### src/mcpip_pkg.sv
package mcpip_pkg;

    localparam int MAX_VERTICES_DFLT = 1024;
    localparam int COORD_BITS_DFLT   = 32;
    localparam int FIELD_W           = 32;

    localparam logic [1:0] ACT_CLEAR  = 2'd0;
    localparam logic [1:0] ACT_APPEND = 2'd1;
    localparam logic [1:0] ACT_QUERY  = 2'd2;

    typedef struct packed {
        logic [1:0]                action;
        logic signed [FIELD_W-1:0] coord_x;
        logic signed [FIELD_W-1:0] coord_y;
        logic                      closes_contour;
    } in_item_t;

    typedef struct packed {
        logic inside_res;
        logic on_boundary;
        logic overflowed;
    } out_item_t;

    // controller to datapath
    typedef struct packed {
        logic wr_en;
        logic rd_en;
        logic rd_final;
        logic q_start;
        logic res_load;
        logic overflow;
    } dp_cmd_t;

    // datapath to controller
    typedef struct packed {
        logic busy;
    } dp_stat_t;

endpackage

### src/mcpip_ctrl.sv
module mcpip_ctrl
    import mcpip_pkg::*;
#(
    parameter int MAX_VERTICES = MAX_VERTICES_DFLT
) (
    input  logic                            clk,
    input  logic                            rst_n,
    input  logic                            item_valid,
    input  logic [1:0]                      action,
    output logic                            item_stall,
    output logic                            result_valid,
    input  logic                            result_stall,
    output dp_cmd_t                         cmd,
    input  dp_stat_t                        stat,
    output logic [$clog2(MAX_VERTICES)-1:0] wr_addr,
    output logic [$clog2(MAX_VERTICES)-1:0] rd_addr
);

    localparam int ADDR_W = $clog2(MAX_VERTICES);
    localparam int CNT_W  = $clog2(MAX_VERTICES + 1);

    typedef enum logic [1:0] {
        ST_IDLE,
        ST_SCAN,
        ST_DRAIN,
        ST_FINISH
    } state_t;

    state_t           state_reg, state_next;
    logic [CNT_W-1:0] count_reg, count_next;
    logic [CNT_W-1:0] addr_reg, addr_next;
    logic             ovf_reg, ovf_next;
    logic             res_valid_reg, res_valid_next;
    logic             accept;
    logic             scan_last;
    logic             room;

    assign item_stall   = (state_reg != ST_IDLE);
    assign result_valid = res_valid_reg;
    assign accept       = item_valid && (state_reg == ST_IDLE);
    assign scan_last    = (addr_reg == count_reg - CNT_W'(1));
    assign room         = (count_reg < CNT_W'(MAX_VERTICES));
    assign wr_addr      = count_reg[ADDR_W-1:0];
    assign rd_addr      = addr_reg[ADDR_W-1:0];

    always_comb
    begin
        state_next     = state_reg;
        count_next     = count_reg;
        addr_next      = addr_reg;
        ovf_next       = ovf_reg;
        res_valid_next = res_valid_reg;
        cmd            = '0;
        cmd.overflow   = ovf_reg;

        if (res_valid_reg && !result_stall)
        begin
            res_valid_next = 1'b0;
        end

        case (state_reg)
            ST_IDLE:
            begin
                if (accept)
                begin
                    case (action)
                        ACT_CLEAR:
                        begin
                            count_next = '0;
                            ovf_next   = 1'b0;
                        end
                        ACT_APPEND:
                        begin
                            if (room)
                            begin
                                cmd.wr_en  = 1'b1;
                                count_next = count_reg + CNT_W'(1);
                            end
                            else
                            begin
                                ovf_next = 1'b1;
                            end
                        end
                        ACT_QUERY:
                        begin
                            cmd.q_start = 1'b1;
                            addr_next   = '0;
                            state_next  = (count_reg == '0) ? ST_FINISH : ST_SCAN;
                        end
                        default:
                        begin
                        end
                    endcase
                end
            end
            ST_SCAN:
            begin
                cmd.rd_en    = 1'b1;
                cmd.rd_final = scan_last;
                addr_next    = addr_reg + CNT_W'(1);
                if (scan_last)
                begin
                    state_next = ST_DRAIN;
                end
            end
            ST_DRAIN:
            begin
                if (!stat.busy)
                begin
                    state_next = ST_FINISH;
                end
            end
            ST_FINISH:
            begin
                if (!res_valid_reg || !result_stall)
                begin
                    cmd.res_load   = 1'b1;
                    res_valid_next = 1'b1;
                    state_next     = ST_IDLE;
                end
            end
            default:
            begin
                state_next = ST_IDLE;
            end
        endcase
    end

    always_ff @(posedge clk or negedge rst_n)
    begin
        if (!rst_n)
        begin
            state_reg     <= ST_IDLE;
            count_reg     <= '0;
            addr_reg      <= '0;
            ovf_reg       <= 1'b0;
            res_valid_reg <= 1'b0;
        end
        else
        begin
            state_reg     <= state_next;
            count_reg     <= count_next;
            addr_reg      <= addr_next;
            ovf_reg       <= ovf_next;
            res_valid_reg <= res_valid_next;
        end
    end

endmodule

### config.mk
export PLATFORM = sky130hd
export DESIGN_NAME = mcpip_ctrl
export DESIGN_NICKNAME = d
export VERILOG_FILES = /design/src/mcpip_pkg.sv /design/src/mcpip_ctrl.sv
export SDC_FILE = /design/constraint.sdc
export NUM_CORES = 1
export LEC_CHECK = 0
export BUFFER_PORTS_ARGS = -buffer_cell sky130_fd_sc_hd__buf_4
export CAP_MARGIN = 20
export CORE_ASPECT_RATIO = 1.4
export CORE_UTILIZATION = 55
export DETAILED_ROUTE_END_ITERATION = 10
export GPL_TIMING_DRIVEN = 0
export PLACE_DENSITY = 0.86
export SETUP_SLACK_MARGIN = 0.2
export SYNTH_ARGS = -nofsm -noshare
export SYNTH_HDL_FRONTEND = slang
export SYNTH_SLANG_ARGS = --single-unit
### constraint.sdc
create_clock -name clk -period 3.3 [get_ports clk]
set_input_delay 0.825 -clock clk [delete_from_list [all_inputs] [get_ports clk]]
set_output_delay 0.825 -clock clk [all_outputs]
set_load 0.01 [all_outputs]
==> results of run 1 <==
through the flow:
stage | hold slack (ns) | setup WS [ns] | utilization | instances | power [mW]
6_report | 0.4338 | -0.05295 | 0.7814 | 312 | 1.783
5_1_grt | 0.4655 | -0.1122 | 0.7814 | 312 | 1.901
4_1_cts | 0.4562 | 0.01279 | 0.7712 | 310 | 1.696
3_5_place_dp | 0.5082 | -0.02168 | 0.6828 | 288 | 1.263
3_3_place_gp | 0.5020 | 0.01122 | 0.6828 | 288 | 1.242
2_1_floorplan | 0.4637 | 0.2325 | - | 215 | 1.032
routing by layer:
metal | global-route usage | up-vias
met5 | 0 | -
met3 | 0.04731 | 24
met4 | 0.1892 | 0
met2 | 0.5322 | 81
li1 | - | 825
met1 | 0.3398 | 858
synthesized netlist by cell type (2+ instances only):
cell	n	area (µm²)
nor3_1	4	20.02
a21o_1	2	15.01
ha_1	7	87.58
dfrtp_1	26	650.6
nand2_1	13	48.80
a21boi_0	2	15.01
a21oi_1	8	40.04
xor2_1	17	148.9
nor2_1	29	108.9
or3_1	4	25.02
and3_1	2	12.51
nand3_1	7	35.03
nand4_1	8	50.05
nor3b_1	5	37.54
xnor2_1	8	70.07
buf_2	2	10.01
inv_1	12	45.04
nand4b_1	2	17.52
buf_4	22	165.2
nand2b_1	2	12.51
o21ai_0	7	35.03
mux2i_1	2	20.02
nand3b_1	2	15.01
clkbuf_1	2	7.510
power by group:
group / leakage, nW / switching (mW) / internal (mW)
registers: 0.349 / 0.0910 / 0.382
clock network: 0.0288 / 0.109 / 0.107
logic: 0.887 / 0.517 / 0.576
total: 1.26 / 0.718 / 1.07
worst reg2reg max path, delay by kind of cell (launching register included):
kind	cells	cell delay [ns]
flip-flops	1	0.43
buffers and inverters	2	0.32
multiplexers	1	0.33
AO/OA/AOI/OAI	3	0.43
AND/OR/NAND/NOR	3	1.17
worst min-delay path by stage:
| stage | startpoint | to | slack [ns] | cells past startpoint |
|---|---|---|---|---|
| final | rst_n | ovf_reg | 0.43 | 1 |
| after global routing | rst_n | count_reg[2] | 0.47 | 1 |
| after CTS | rst_n | state_reg[1] | 0.46 | 1 |
| after detailed placement | ovf_reg | ovf_reg | 0.51 | 2 |
| after global placement | ovf_reg | ovf_reg | 0.50 | 2 |
| after floorplan | ovf_reg | ovf_reg | 0.46 | 2 |
final cells by class:
cell class / count / share of cell area
repair buffers: 54 / 0.1630
plain buffers: 27 / 0.08652
inverters: 12 / 0.01811
well taps: 39 / 0.01962
flip-flops and latches: 26 / 0.2621
multi-input cells: 150 / 0.4286
clock buffers: 4 / 0.02213
repair_timing:
item / in CTS / in global routing
endpoints found under the hold margin: 0 / 0
pin swaps: 9 / 1
gates resized for setup: 25 / 5
setup endpoints to repair: 2 / 1
buffers inserted: 18 / 2
kinds of logic (layout without fill, tap and decap cells):
kind of cell / Yosys count / in the layout / share of synthesized area
XOR/XNOR: 25 / 25 / 0.1171
buffers and inverters: 39 / 97 / 0.1278
adder cells (fa/ha/maj): 7 / 7 / 0.04685
multiplexers: 3 / 3 / 0.01673
AO/OA/AOI/OAI: 29 / 29 / 0.1011
AND/OR/NAND/NOR: 86 / 86 / 0.2423
flip-flops: 26 / 26 / 0.3481
==> impl_results.md, run 1 <==
* Status: complete, but fails checks
* Failing checks: setup timing
* Via count at 1788
* Most frequent cells in the layout: buf_4, nor2_1, dfrtp_1
* CTS Buffer Depth at 2
* Cell Area, Placed at 2173 µm²
* Max Transition Viols Final at 0
* Drt pass-1 iters at 4
* Reg-to-reg setup timing slack at 0.51 ns
* Post-Synthesis Cells at 215
* Mapped Area at 1869 µm²
* Layout Area Growth over Synthesis at 33.07%
* Crit path to: cmd[3]
* Vert. Die Dim at 70.98 µm
* Worst Path Max Fanout at 8
* Final WS setup at -0.05295 ns
* M1 WL at 1864 µm
* Worst min path class: input pin to async pin
* Crit. End Element: output pin
* Top FF cell, synth: dfrtp_1
* R2R Path Start: count_reg[3]
* Buf+Inv Stages, Crit Path at 2
* Commonest non-fill, non-tap cell in the layout: buf_4
* R2R depth at 9
* Num CTS Buffers at 3
* Synthesized net count at 229
* Post-route minimum period at 3.353 ns
* GPL Wtd Cong at 0.8605
* Leak at 1.264 nW
* Std cell rows at 24
* CTS Hold Bufs at 0
* DIE AREA at 3639 µm²
* CTS Sinks at 26
* Synth Register Bits at 26
* Total gr overflow at 0
* DR WL/cell at 16.18 µm
* ANT nets after route at 0
* Max Clock Skew at 0.001132 ns
* CP Launch Type: flip-flop
* Net count reported at finish at 288
* ANT cells at 0
* Multi-input gate area at 1066 µm²
* Chip Width at 51.27 µm
* Vias in the first global route at 1808
* Max VDD drop at 639.7 µV
* Final period util at 1.016
* Crit path cell chain: buf_6 -> or3_4 -> o21ai_2 -> a21oi_1 -> or3_1 -> or4_4 -> nor2_2 -> buf_4
* CP max stage delay at 0.52 ns
* RSZ-0062 raised after global routing: true
* Yosys cell types at 44
* WL met3 at 246 µm
* Setup TNS at -0.05295 ns
* Top sig layer: met4
* Layout fillers at 225
* Largest net degree at the start of global routing at 27
* Measured slew at the worst slew-check pin at 0.7200 ns
* Register Area at 651.9 µm²
* Share of layout cells above drive strength 1 at 0.3883
* Max Freq at 298.2 MHz
* Core area at 3183 µm²
* Critical Path Source: count_reg[3]
* Async S/R FF share, synth at 1.000
* Slew headroom at 0.5182
* Post-DP HPWL at 2894 µm
* Synth Area per Inst at 8.694 µm²
* Worst Path Required at 2.47 ns
* Maxcap violations at 0
* PortBufs at 34
* Yosys Warn Count at 0
* Crit path DAT at 2.53 ns
* Clk_lat worst skew at 0.28 ns
* WP depth at 8
* Wire length of the first global-routing pass at 8349 µm
* Total track usage at 0.3059
* CTS clock-pin slew for the worst setup and hold paths at 0.09 ns
* CTS tree: yes
* Root Buffer Master: clkbuf_8
* DRC viols at 0
* Critical path type: flip-flop to output pin
* DRC marker count from the first detailed-route iteration at 54
* Routed WL at 5049 µm
* Delay-heaviest family, CP: simple AND/OR/NAND/NOR gates
* Slowest CP cell: or4_4
* Sequential fraction of the synthesis area at 0.3481
* Routed vias/inst at 5.731
* Final instance area at 2487 µm²
* Hold Vio Cnt, Final at 0
* Starting Density at 0.5873
* # setup viols final at 1
* I/O pin total at 35
* Worst r2r dst: state_reg[1]
* EDFF count, synth at 0
* Initial antenna violation count at 0
* Metal2 WL at 2719 µm
* PwrDens at 716.8 nW/µm²
* H-tree lvl count at 1
Note: power is estimated with default switching activity, not from simulation.
==> inputs of run 2 (changes only) <==
--- a/config.mk
+++ b/config.mk
@@ -8,9 +8,9 @@
 export BUFFER_PORTS_ARGS = -buffer_cell sky130_fd_sc_hd__buf_4
 export CAP_MARGIN = 20
 export CORE_ASPECT_RATIO = 1.4
+export CORE_MARGIN = 2
 export CORE_UTILIZATION = 55
 export DETAILED_ROUTE_END_ITERATION = 10
-export GPL_TIMING_DRIVEN = 0
 export PLACE_DENSITY = 0.86
 export SETUP_SLACK_MARGIN = 0.2
 export SYNTH_ARGS = -nofsm -noshare
==> impl_results.md, run 2 (same netlist as run 1, synthesis figures left out) <==
* Crit path cell chain: buf_4 -> nor3_4 -> nand3_2 -> xnor2_1 -> or3_1 -> or4_4 -> nor2_2 -> buf_4
* Maxcap violations at 0 (unchanged)
* CP dominant cell by count: buf_4
* Vias in the first global route at 1599 (-12%)
* Crit. End Element: output pin
* Std cell rows at 25 (+4.2%)
* Routed WL at 4543 µm (-10%)
* Post-DP HPWL at 2954 µm (+2.1%)
* Final WS setup at -0.1214 ns (-0.06844 ns)
* Delay-heaviest family, CP: simple AND/OR/NAND/NOR gates
* Final instance area at 2208 µm² (-11%)
* R2R Path Start: count_reg[1]
* CTS Sinks at 26 (unchanged)
* DR WL/cell at 16.00 µm (-1.2%)
* Drt pass-1 iters at 5 (+1)
* ANT nets after route at 0 (unchanged)
* Cell Area, Placed at 2041 µm² (-6.1%)
* CTS tree: yes
* Initial antenna violation count at 0 (unchanged)
* WP depth at 8 (unchanged)
* H-tree lvl count at 1 (unchanged)
* Crit path DAT at 2.60 ns (+0.07 ns)
* Post-route minimum period at 3.421 ns (+0.06844 ns)
* Largest net degree at the start of global routing at 27 (unchanged)
* PwrDens at 743.4 nW/µm² (+3.7%)
* Slowest CP cell: or4_4
* CTS Buffer Depth at 2 (unchanged)
* DIE AREA at 3888 µm² (+6.8%)
* Core Util, Final at 0.6660 (-0.1154)
* Buf+Inv Stages, Crit Path at 2 (unchanged)
* Num CTS Buffers at 3 (unchanged)
* Worst min path class: input pin to async pin
* Via count at 1666 (-6.8%)
* Routed vias/inst at 5.866 (+2.4%)
* Wire length of the first global-routing pass at 7224 µm (-13%)
* Share of layout cells above drive strength 1 at 0.2869 (-0.1014)
* CTS clock-pin slew for the worst setup and hold paths at 0.08 ns (about the same)
* Critical Path Source: count_reg[1]
* CP Launch Type: flip-flop
* Measured slew at the worst slew-check pin at 0.6964 ns (-0.02362 ns)
* Commonest non-fill, non-tap cell in the layout: buf_4
* Max Transition Viols Final at 0 (unchanged)
* Core area at 3316 µm² (+4.2%)
* Layout Area Growth over Synthesis at 18.14%
* Hold Vio Cnt, Final at 0 (unchanged)
* Root Buffer Master: clkbuf_8
* CTS Hold Bufs at 0 (unchanged)
* DRC viols at 0 (unchanged)
* Starting Density at 0.5638 (-0.02349)
* Final period util at 1.037 (+0.02074)
* Max Clock Skew at 0.004466 ns (+0.003334 ns)
* Worst Path Required at 2.47 ns (about the same)
* Post-place setup slack at 0.08792 ns (+0.1096 ns)
* # setup viols final at 1 (unchanged)
* I/O pin total at 35 (unchanged)
* Vert. Die Dim at 72.98 µm (+2.8%)
* Total gr overflow at 0 (unchanged)
* Leak at 1.094 nW (-13%)
* Layout fillers at 280 (+24%)
* R2R depth at 8 (-1)
* Slew headroom at 0.5340 (+0.01580)
* Chip Width at 53.27 µm (+3.9%)
* GPL Wtd Cong at 0.8576 (-0.34%)
* Reg-to-reg setup timing slack at 0.63 ns (+0.12 ns)
* Max VDD drop at 643.9 µV (+0.66%)
* Net count reported at finish at 260 (-9.7%)
* Status: complete, but fails checks
* Total track usage at 0.2494 (-0.05649)
* CP max stage delay at 0.56 ns (+0.04 ns)
* Critical path type: flip-flop to output pin
* RSZ-0062 raised after global routing: true
* ANT cells at 0 (unchanged)
* DRC marker count from the first detailed-route iteration at 92 (+70%)
* Failing checks: setup timing
* Clk_lat worst skew at 0.27 ns (about the same)
* Worst Path Max Fanout at 5 (-3)
* PortBufs at 34 (unchanged)
* Max Freq at 292.3 MHz (-2.0%)
* Most frequent cells in the layout: buf_4, nor2_1, dfrtp_1
[run 2: cell types whose count changed in the layout (fill, tap and decap cells not counted), sizes merged]
| cell | delta |
|---|---|
| buf | -26 |
| clkbuf | -3 |
[run 2: worst reg2reg max path, cell delays in order, from the launching register on]
cell	delay, ns
dfrtp_1	0.41
buf_4	0.16
nor3_4	0.29
nand3_2	0.12
xnor2_1	0.14
or3_1	0.37
or4_4	0.56
a21oi_2	0.19
mux2_1	0.33
[run 2: worst paths after layout]
path | to
min in group clk | ovf_reg
worst max register to register | state_reg[1]
worst min register to register | ovf_reg
worst min-delay path | count_reg[3]
worst max-delay path | cmd[3]
max in group asynchronous | count_reg[2]
[run 2: final cells by class]
type | instances | area (µm²) | share of cell area
multi-input combinational | 150 | 1018 | 0.4612
sequential | 26 | 651.9 | 0.2952
timing repair buffer | 53 | 401.6 | 0.1819
tap | 40 | 50.05 | 0.02266
inverter | 12 | 45.04 | 0.02040
clock buffer | 3 | 41.29 | 0.01870
[run 2: routing by layer]
metal | vias to the layer above | part of all wire | global-route usage
met2 | 79 | 0.53 | 0.4431
met3 | 11 | 0.051 | 0.02459
met5 | - | 0 | 0
met1 | 801 | 0.40 | 0.2941
met4 | 0 | 0.027 | 0.1111
li1 | 775 | - | -
[run 2: repair_timing]
action,4_1_cts,5_1_grt
buffers inserted,8,3
setup endpoints to repair,1,1
resized for setup,8,3
pin swaps,4,7
[run 2: through the flow]
| stage | hold WS [ns] | instances | setup TNS [ns] | power, mW |
|---|---|---|---|---|
| 2_1_floorplan | 0.4637 | 215 | 0 | 1.032 |
| 3_3_place_gp | 0.4990 | 270 | 0 | 1.192 |
| 3_5_place_dp | 0.4998 | 270 | 0 | 1.211 |
| 4_1_cts | 0.4694 | 281 | 0 | 1.528 |
| 5_1_grt | 0.4690 | 284 | -0.1853 | 1.730 |
| 6_report | 0.4534 | 284 | -0.1214 | 1.642 |
[run 2: where the power goes]
part	switching, mW	leakage, nW	internal (mW)
registers	0.105	0.348	0.382
clock network	0.0969	0.0216	0.0819
logic	0.483	0.725	0.493
